**config.mk**
```make
export PLATFORM = sky130hd
export DESIGN_NAME = camera_reply_frame_parser_flat
export DESIGN_NICKNAME = d
export VERILOG_FILES = /design/src/design/crfp_pkg.sv /design/src/design/crfp_ifs.sv /design/src/design/crfp_frame_track.sv /design/src/design/crfp_word_decode.sv /design/src/design/camera_reply_frame_parser.sv /design/src/flat_wrapper.sv
export SDC_FILE = /design/constraint.sdc
export NUM_CORES = 1
export LEC_CHECK = 0
export BUFFER_PORTS_ARGS = -buffer_cell sky130_fd_sc_hd__buf_2
export CORE_MARGIN = 5
export CORE_UTILIZATION = 58
export CTS_CLUSTER_DIAMETER = 30
export CTS_CLUSTER_SIZE = 14
export DETAILED_ROUTE_END_ITERATION = 8
export PLACE_DENSITY = 0.82
export SYNTH_ARGS = -nofsm -noshare
export SYNTH_HDL_FRONTEND = slang
export SYNTH_SLANG_ARGS = --single-unit
```
**constraint.sdc**
```tcl
create_clock -name i_clk -period 5.61 [get_ports i_clk]
set_input_delay 0.2805 -clock i_clk [delete_from_list [all_inputs] [get_ports i_clk]]
set_output_delay 0.2805 -clock i_clk [all_outputs]
set_load 0.01 [all_outputs]
```
**src/design/crfp_pkg.sv**
```systemverilog
package crfp_pkg;

    localparam int MAX_REPLY_BYTES = 30;
    localparam int DECODED_CHARS   = 8;

    localparam int CNT_W        = $clog2(MAX_REPLY_BYTES);
    localparam int LEN_W        = CNT_W + 1;
    localparam int HEADER_BYTES = 5;
    localparam int MIN_FRAME    = 6;
    localparam int WORD_CHARS   = 4;
    localparam int READ_CHARS   = 2 * WORD_CHARS;
    localparam int STORE_CHARS  = (DECODED_CHARS < READ_CHARS) ? DECODED_CHARS : READ_CHARS;
    localparam int PLEN_MAX     = 31;

    localparam logic [7:0]  END_BYTE    = 8'hEF;
    localparam logic [7:0]  CHAR_ZERO   = 8'h30;
    localparam logic [7:0]  CHAR_NINE   = 8'h39;
    localparam logic [7:0]  CHAR_A_BIAS = 8'h37;
    localparam logic [15:0] PULSE_BIAS  = 16'h8000;

    typedef enum logic [1:0] {
        ST_OK       = 2'd0,
        ST_OVERFLOW = 2'd1,
        ST_SHORT    = 2'd2
    } t_status;

    typedef struct packed {
        logic                              done;
        t_status                           status;
        logic [3:0]                        err_hi;
        logic [3:0]                        err_lo;
        logic [4:0]                        plen;
        logic [READ_CHARS-1:0][7:0]        chars;
    } t_frame_evt;

    function automatic logic [3:0] hex_nibble(input logic [7:0] c);
        logic [7:0] v;
        begin
            v = (c <= CHAR_NINE) ? (c - CHAR_ZERO) : (c - CHAR_A_BIAS);
            hex_nibble = v[3:0];
        end
    endfunction

endpackage

```
**src/design/crfp_ifs.sv**
```systemverilog
interface crfp_byte_if;
    logic       valid;
    logic       ready;
    logic [7:0] rx_byte;

    modport source (output valid, output rx_byte, input ready);
    modport sink   (input valid, input rx_byte, output ready);
endinterface

interface crfp_result_if;
    logic               valid;
    logic               ready;
    logic [1:0]         status;
    logic [3:0]         error_high;
    logic [3:0]         error_low;
    logic [4:0]         payload_length;
    logic signed [15:0] first_pulse;
    logic               first_valid;
    logic signed [15:0] second_pulse;
    logic               second_valid;

    modport source (output valid, output status, output error_high, output error_low,
                    output payload_length, output first_pulse, output first_valid,
                    output second_pulse, output second_valid, input ready);
    modport sink   (input valid, input status, input error_high, input error_low,
                    input payload_length, input first_pulse, input first_valid,
                    input second_pulse, input second_valid, output ready);
endinterface

```
**src/design/crfp_frame_track.sv**
```systemverilog
module crfp_frame_track (
    input  logic                  i_clk,
    input  logic                  i_rst_n,
    input  logic                  i_step,
    input  logic [7:0]            i_byte,
    output crfp_pkg::t_frame_evt  o_evt
);
    import crfp_pkg::*;

    logic [CNT_W-1:0]  r_count, n_count;
    logic [3:0]        r_err_hi, n_err_hi;
    logic [3:0]        r_err_lo, n_err_lo;
    logic [7:0]        r_chars [STORE_CHARS];
    logic [7:0]        n_chars [STORE_CHARS];

    logic              is_end;
    logic [LEN_W-1:0]  len;
    logic [LEN_W-1:0]  plen_full;
    logic              frame_ok;

    // Error digits are plain decimal characters taken relative to '0'.
    function automatic logic [3:0] hex_nibble_digit(input logic [7:0] c);
        logic [7:0] v;
        begin
            v = c - CHAR_ZERO;
            hex_nibble_digit = v[3:0];
        end
    endfunction

    assign is_end    = (i_byte == END_BYTE);
    assign len       = {1'b0, r_count} + LEN_W'(1);
    assign plen_full = len - LEN_W'(MIN_FRAME);
    assign frame_ok  = is_end && (len >= LEN_W'(MIN_FRAME));

    // Frame judgement, taken from the state before this byte.
    always_comb begin
        o_evt        = '0;
        o_evt.done   = i_step && (is_end || (len >= LEN_W'(MAX_REPLY_BYTES)));
        o_evt.status = is_end ? (frame_ok ? ST_OK : ST_SHORT) : ST_OVERFLOW;
        if (frame_ok) begin
            o_evt.err_hi = r_err_hi;
            o_evt.err_lo = r_err_lo;
            o_evt.plen   = (plen_full > LEN_W'(PLEN_MAX)) ? 5'(PLEN_MAX) : 5'(plen_full);
            for (int j = 0; j < STORE_CHARS; j++) begin
                o_evt.chars[j] = r_chars[j];
            end
        end
    end

    always_comb begin
        n_count  = r_count;
        n_err_hi = r_err_hi;
        n_err_lo = r_err_lo;
        for (int j = 0; j < STORE_CHARS; j++) begin
            n_chars[j] = r_chars[j];
        end
        if (i_step) begin
            n_count = o_evt.done ? '0 : CNT_W'(len);
            if (r_count == '0) begin
                for (int j = 0; j < STORE_CHARS; j++) begin
                    n_chars[j] = '0;
                end
            end
            if (!is_end) begin
                if (r_count == CNT_W'(3)) begin
                    n_err_hi = hex_nibble_digit(i_byte);
                end else if (r_count == CNT_W'(4)) begin
                    n_err_lo = hex_nibble_digit(i_byte);
                end
                for (int j = 0; j < STORE_CHARS; j++) begin
                    if ((j + HEADER_BYTES < MAX_REPLY_BYTES) &&
                        (r_count == CNT_W'(j + HEADER_BYTES))) begin
                        n_chars[j] = i_byte;
                    end
                end
            end
        end
    end

    always_ff @(posedge i_clk) begin
        if (!i_rst_n) begin
            r_count  <= '0;
            r_err_hi <= '0;
            r_err_lo <= '0;
            for (int j = 0; j < STORE_CHARS; j++) begin
                r_chars[j] <= '0;
            end
        end else begin
            r_count  <= n_count;
            r_err_hi <= n_err_hi;
            r_err_lo <= n_err_lo;
            for (int j = 0; j < STORE_CHARS; j++) begin
                r_chars[j] <= n_chars[j];
            end
        end
    end

endmodule

```
**src/design/crfp_word_decode.sv**
```systemverilog
module crfp_word_decode (
    input  crfp_pkg::t_frame_evt i_evt,
    output logic [15:0]          o_first_pulse,
    output logic                 o_first_valid,
    output logic [15:0]          o_second_pulse,
    output logic                 o_second_valid
);
    import crfp_pkg::*;

    logic [1:0]  word_ok;
    logic [15:0] word_val [2];

    // A character is present when it lies inside the payload and is nonzero.
    // Characters past the capture store read as zero and so count as absent.
    always_comb begin
        for (int w = 0; w < 2; w++) begin
            word_ok[w]  = 1'b1;
            word_val[w] = '0;
            for (int i = 0; i < WORD_CHARS; i++) begin
                if ((5'(w * WORD_CHARS + i) >= i_evt.plen) ||
                    (i_evt.chars[w * WORD_CHARS + i] == '0)) begin
                    word_ok[w] = 1'b0;
                end
                word_val[w] = {word_val[w][11:0],
                               hex_nibble(i_evt.chars[w * WORD_CHARS + i])};
            end
        end
    end

    assign o_first_valid  = word_ok[0];
    assign o_second_valid = word_ok[1];
    assign o_first_pulse  = word_ok[0] ? (word_val[0] - PULSE_BIAS) : '0;
    assign o_second_pulse = word_ok[1] ? (word_val[1] - PULSE_BIAS) : '0;

endmodule

```
**src/design/camera_reply_frame_parser.sv**
```systemverilog
// A byte accepted is held in the input register; when its processing ends a
// frame, the result is written to the result register and shown on the output.
// Throughput: one byte per cycle while the result is not stalled; the input and
// result registers let a new byte enter while a finished result waits.
// Reset: synchronous, active low; it empties both registers and clears the byte
// count, the error digits and the payload capture store.
module camera_reply_frame_parser (
    input  logic           i_clk,
    input  logic           i_rst_n,
    crfp_byte_if.sink      i_rx,
    crfp_result_if.source  o_res
);
    import crfp_pkg::*;

    // Input register. It holds one beat until the processing step can run,
    // which is whenever the result register is empty or being drained.
    logic        r_in_valid, n_in_valid;
    logic [7:0]  r_in_byte;
    logic        advance;

    // Result register.
    logic        r_out_valid, n_out_valid;
    t_status     r_status;
    logic [3:0]  r_err_hi;
    logic [3:0]  r_err_lo;
    logic [4:0]  r_plen;
    logic [15:0] r_first_pulse;
    logic        r_first_valid;
    logic [15:0] r_second_pulse;
    logic        r_second_valid;

    t_frame_evt  evt;
    logic [15:0] first_pulse;
    logic        first_valid;
    logic [15:0] second_pulse;
    logic        second_valid;

    assign advance    = !r_out_valid || o_res.ready;
    assign i_rx.ready = !r_in_valid || advance;

    always_comb begin
        n_in_valid = r_in_valid;
        if (i_rx.valid && i_rx.ready) begin
            n_in_valid = 1'b1;
        end else if (advance) begin
            n_in_valid = 1'b0;
        end
    end

    // The frame state moves by one byte each time the held byte is processed.
    crfp_frame_track u_track (
        .i_clk   (i_clk),
        .i_rst_n (i_rst_n),
        .i_step  (r_in_valid && advance),
        .i_byte  (r_in_byte),
        .o_evt   (evt)
    );

    // Both hex words are decoded straight from the captured payload characters.
    crfp_word_decode u_decode (
        .i_evt          (evt),
        .o_first_pulse  (first_pulse),
        .o_first_valid  (first_valid),
        .o_second_pulse (second_pulse),
        .o_second_valid (second_valid)
    );

    always_comb begin
        n_out_valid = r_out_valid;
        if (advance) begin
            n_out_valid = evt.done;
        end
    end

    always_ff @(posedge i_clk) begin
        if (!i_rst_n) begin
            r_in_valid  <= 1'b0;
            r_out_valid <= 1'b0;
        end else begin
            r_in_valid  <= n_in_valid;
            r_out_valid <= n_out_valid;
        end
    end

    always_ff @(posedge i_clk) begin
        if (i_rx.valid && i_rx.ready) begin
            r_in_byte <= i_rx.rx_byte;
        end
        if (advance && evt.done) begin
            r_status       <= evt.status;
            r_err_hi       <= evt.err_hi;
            r_err_lo       <= evt.err_lo;
            r_plen         <= evt.plen;
            r_first_pulse  <= first_pulse;
            r_first_valid  <= first_valid;
            r_second_pulse <= second_pulse;
            r_second_valid <= second_valid;
        end
    end

    assign o_res.valid          = r_out_valid;
    assign o_res.status         = r_status;
    assign o_res.error_high     = r_err_hi;
    assign o_res.error_low      = r_err_lo;
    assign o_res.payload_length = r_plen;
    assign o_res.first_pulse    = r_first_pulse;
    assign o_res.first_valid    = r_first_valid;
    assign o_res.second_pulse   = r_second_pulse;
    assign o_res.second_valid   = r_second_valid;

endmodule

```
**src/flat_wrapper.sv**
```systemverilog
// flat-port wrapper written by rule: the top's interface ports become plain ports
module camera_reply_frame_parser_flat import crfp_pkg::*;
  (i_clk, i_rst_n, i_rx_valid, i_rx_rx_byte, i_rx_ready, o_res_valid, o_res_status, o_res_error_high, o_res_error_low, o_res_payload_length, o_res_first_pulse, o_res_first_valid, o_res_second_pulse, o_res_second_valid, o_res_ready);
  crfp_byte_if i_rx_i ();
  crfp_result_if o_res_i ();
  input  logic i_clk;
  input  logic i_rst_n;
  input wire logic [$bits(i_rx_i.valid)-1:0] i_rx_valid;
  input wire logic [$bits(i_rx_i.rx_byte)-1:0] i_rx_rx_byte;
  output wire logic [$bits(i_rx_i.ready)-1:0] i_rx_ready;
  output wire logic [$bits(o_res_i.valid)-1:0] o_res_valid;
  output wire logic [$bits(o_res_i.status)-1:0] o_res_status;
  output wire logic [$bits(o_res_i.error_high)-1:0] o_res_error_high;
  output wire logic [$bits(o_res_i.error_low)-1:0] o_res_error_low;
  output wire logic [$bits(o_res_i.payload_length)-1:0] o_res_payload_length;
  output wire logic [$bits(o_res_i.first_pulse)-1:0] o_res_first_pulse;
  output wire logic [$bits(o_res_i.first_valid)-1:0] o_res_first_valid;
  output wire logic [$bits(o_res_i.second_pulse)-1:0] o_res_second_pulse;
  output wire logic [$bits(o_res_i.second_valid)-1:0] o_res_second_valid;
  input wire logic [$bits(o_res_i.ready)-1:0] o_res_ready;
  assign i_rx_i.valid = i_rx_valid;
  assign i_rx_i.rx_byte = i_rx_rx_byte;
  assign i_rx_ready = i_rx_i.ready;
  assign o_res_valid = o_res_i.valid;
  assign o_res_status = o_res_i.status;
  assign o_res_error_high = o_res_i.error_high;
  assign o_res_error_low = o_res_i.error_low;
  assign o_res_payload_length = o_res_i.payload_length;
  assign o_res_first_pulse = o_res_i.first_pulse;
  assign o_res_first_valid = o_res_i.first_valid;
  assign o_res_second_pulse = o_res_i.second_pulse;
  assign o_res_second_valid = o_res_i.second_valid;
  assign o_res_i.ready = o_res_ready;
  camera_reply_frame_parser u_core (.i_clk(i_clk), .i_rst_n(i_rst_n), .i_rx(i_rx_i), .o_res(o_res_i));
endmodule
```
==> flow_metrics.tcl <==
set metrics [dict create \
    cts_tree "built" \
    p_per_area_nw_per_um2 284 \
    core-area_um2 11900 \
    maxCapViolations 0 \
    detail_route.iter0.violations 401 \
    switchingPower_w 0.000481 \
    ys_seq_elements 136 \
    status "finished, final reports clean" \
    area_growth_pct 13.4 \
    post-route-cell-area_um2 7870 \
    hold_viol 0 \
    vias 5172 \
    synthFlopType "dfxtp_1" \
    crit_start "u_core.u_track.r_count[1]$_SDFFE_PN0P_" \
    cts_sinks 136 \
    rr_startpoint "u_core.u_track.r_count[1]$_SDFFE_PN0P_" \
    critPathCaptureType "flip-flop" \
    synth_area_per_cell_um2 10.6 \
    path_cells "ha_1, xor2_1, ha_1, o211ai_1, a41oi_2, and2_1, inv_1, ha_1, nand3_1, and3_1, o211ai_1, nor4_1" \
    h-tree-depth 4 \
    drive_gt1_share_pct 16.8 \
    cp_max_fo 19 \
    antenna_found_initial 0 \
    yosysWarnings 0 \
    required_ps 5830 \
    grt_pass1_wl_um 25400 \
    crit_type "flip-flop to flip-flop" \
    final_nets 742 \
    async_reset_ff_share_pct 0 \
    slowest_stage "a41oi_2" \
    grt_pass1_vias 5130 \
    port_buffers 62 \
    initial_utilization_pct 58.5 \
    clkLatencyLatePin_ps 430 \
    final_util_pct 66.3 \
    vias_per_cell 6.01 \
    dieArea_um2 14200 \
    post_cts_resize_count 0 \
    cts_hold_buffers 0 \
    placed_area_um2 7260 \
    clkTransAtPathRegs_ps 60 \
    synth_cell_type_count 60 \
    r2r-end "u_core.o_res.second_pulse[1]$_SDFFCE_PN0P_" \
    die_h_um 119 \
    synth_edf_count 57 \
    pwr-share-seq_pct 47.2 \
    rrSetupSlack_ps 810 \
    synth_cells 654 \
    cts_setup_buffers 0 \
    arrival_ps 5030 \
    wl_um 15600 \
    diodes 0 \
    syn_area_um2 6940 \
    place.gp.congestion 0.921 \
    setup_tns_ps 0 \
    fin_worst_skew_ps 7.37 \
    clockBufferDepth 2 \
    reg2regPathDepth 12 \
    endpoint "u_core.o_res.second_pulse[1]$_SDFFCE_PN0P_" \
    grt_max_degree 76 \
    fp.dieW_um 119 \
    drtPass1Iterations 5 \
    finalPower_w 0.00223 \
    combPwrFrac_pct 2.7 \
    period_minus_slack_ps 4800 \
    drc 0 \
    intPower_w 0.00175 \
    synth_nets 695 \
    period_share_pct 85.6 \
    drtAntennaViolNets 0 \
    grt-ovfl-total 0 \
    ios 63 \
    clock.fmax_ghz 0.208 \
    cts_buffers 17 \
    p_sw_share_pct 21.5 \
    grt_setup_unrepaired "false" \
    fin_hold_ws_ps 28.7 \
    cts_root_buffer "clkbuf_16" \
    clockPowerShare_pct 50.1 \
    yosysSeqAreaShare_pct 47.5 \
    hp-class "primary input to flip-flop" \
    max_slew_margin_pct 14.9 \
    worstMarginPinSlew_ps 1270 \
    dp_hpwl_um 10700 \
    rows 40 \
    cellLeakagePower_nw 3.14 \
    cp_slowest_stage_delay_ps 880 \
    worst_path_most_repeated_cell "ha_1" \
    finalSetupViolCount 0 \
    cp-start-kind "flip-flop" \
    maxSlewViolCount 0 \
    grt_use_total_pct 22.2 \
    peakVddDrop_v 0.000219 \
    wl_per_cell_um 18.1 \
]
==> cell families (layout without fill, tap and decap cells) <==
group	after synthesis	after routing	synth area share (%)
buffers and inverters	60	120	4.20
flip-flops	136	136	47.5
AND/OR/NAND/NOR	240	240	21.6
AO/OA/AOI/OAI	148	148	16.0
XOR/XNOR	25	25	3.26
multiplexers	16	16	2.33
adder cells (fa/ha/maj)	29	29	5.23
==> cell type report <==
cell class,instances,area (um^2)
repair buffers,65,333
fillers,899,4000
well taps,147,184
clock inverters,9,83.8
multi-input cells,458,3360
clock buffers,23,522
inverters,23,88.8
flip-flops and latches,136,3290
==> stage by stage <==
| step | worst slack [ps] | cells |
|---|---|---|
| finish | 807 | 861 |
| floorplan | 1670 | 654 |
| global placement | 1220 | 829 |
| CTS | 819 | 861 |
| detailed placement | 841 | 829 |
| global route | 446 | 861 |
==> critical path, delay by kind of cell (launching register included) <==
kind	cells	cell delay (ps)
compound gates	3	1590
xor+xnor	1	280
fa+ha+maj	3	1080
buf+inv	1	80
flops	1	480
simple gates	4	1080
==> layer usage <==
layer  routed length [um]  global-route usage, %  vias up  share of wire (%)
li1                     -                      -     2500                  -
met1                 6540                   26.5     2466                 42
met2                 7710                   37.2      171                 49
met3                  925                   5.75       35                5.9
met4                  409                   10.9        0                2.6
met5                    0                      0        -                  0
==> cell usage after synthesis, types with 2 or more instances <==
cell type,number,area share [%]
nor3_2,4,0.58
mux2i_1,15,2.2
ha_1,29,5.2
xor2_1,11,1.4
o31ai_1,3,0.32
and3_1,15,1.4
buf_4,6,0.65
nor3_1,23,1.7
nor2b_1,78,7.0
nor2_1,23,1.2
a41o_1,2,0.29
nor4_4,2,0.61
xnor2_1,13,1.6
a31oi_1,6,0.54
o211ai_1,16,1.7
a21boi_4,2,0.54
a22oi_1,64,6.9
nor4_2,6,1.1
nand3_1,12,0.87
and2_1,16,1.4
o21bai_1,9,0.97
o21a_1,4,0.43
o21ai_0,6,0.43
a21boi_0,8,0.87
or2_2,2,0.18
nand2_1,22,1.2
edfxtp_1,57,25
dfxtp_1,79,23
buf_6,4,0.65
a21o_1,7,0.76
buf_2,8,0.58
inv_1,22,1.2
nor4_1,18,1.6
a211o_1,2,0.25
nand2b_1,5,0.45
a21oi_1,11,0.79
clkbuf_1,18,0.97
nor3b_1,4,0.43
==> worst min path at each step <==
stage                    startpoint                             to  slack (ps)  depth (start not counted)
global route        i_rx_rx_byte[5]  u_core.r_in_byte[5]$_DFFE_PP_           9                          1
CTS                 i_rx_rx_byte[2]  u_core.r_in_byte[2]$_DFFE_PP_          20                          1
floorplan           i_rx_rx_byte[0]  u_core.r_in_byte[0]$_DFFE_PP_         380                          0
finish              i_rx_rx_byte[2]  u_core.r_in_byte[2]$_DFFE_PP_          30                          1
detailed placement  i_rx_rx_byte[2]  u_core.r_in_byte[2]$_DFFE_PP_         460                          1
global placement    i_rx_rx_byte[2]  u_core.r_in_byte[2]$_DFFE_PP_         460                          1
==> layout by cell type (no fill, tap or decap), drive strengths merged, types with 7 or more instances in the layout <==
cell type / count
nor2b: 78
dfxtp: 79
buf: 65
mux2i: 15
o211ai: 16
xor2: 11
nand3: 12
a21oi: 11
ha: 29
nand2: 22
a22oi: 64
inv: 25
a21o: 7
clkbuf: 23
nor3: 27
xnor2: 14
nor2: 24
and3: 15
a21boi: 11
and2: 16
o21bai: 9
edfxtp: 57
nor4: 26
==> power groups by stage <==
stage | combinational, W | clock (W) | sequential (W)
4_1_cts | 0.0000587 | 0.00114 | 0.00105
3_3_place_gp | 0.0000571 | 0 | 0.00108
3_5_place_dp | 0.0000581 | 0 | 0.00108
5_1_grt | 0.0000640 | 0.00118 | 0.00106
6_report | 0.0000592 | 0.00112 | 0.00106
2_1_floorplan | 0.0000570 | 0 | 0.00105
==> sequential cells by signal (all words and copies together) (netlist names), 2 cells and up <==
signal and flops:
u_core.r_in_byte 8, u_core.u_track.r_chars 64, u_core.u_track.r_err_lo 4, u_core.o_res.payload_length 5, u_core.o_res.second_pulse 16, u_core.o_res.error_low 4, u_core.o_res.first_pulse 16, u_core.o_res.error_high 4
u_core.o_res.status 2, u_core.u_track.r_err_hi 4, u_core.u_track.r_count 5
Power figures use the tool's default switching activity.
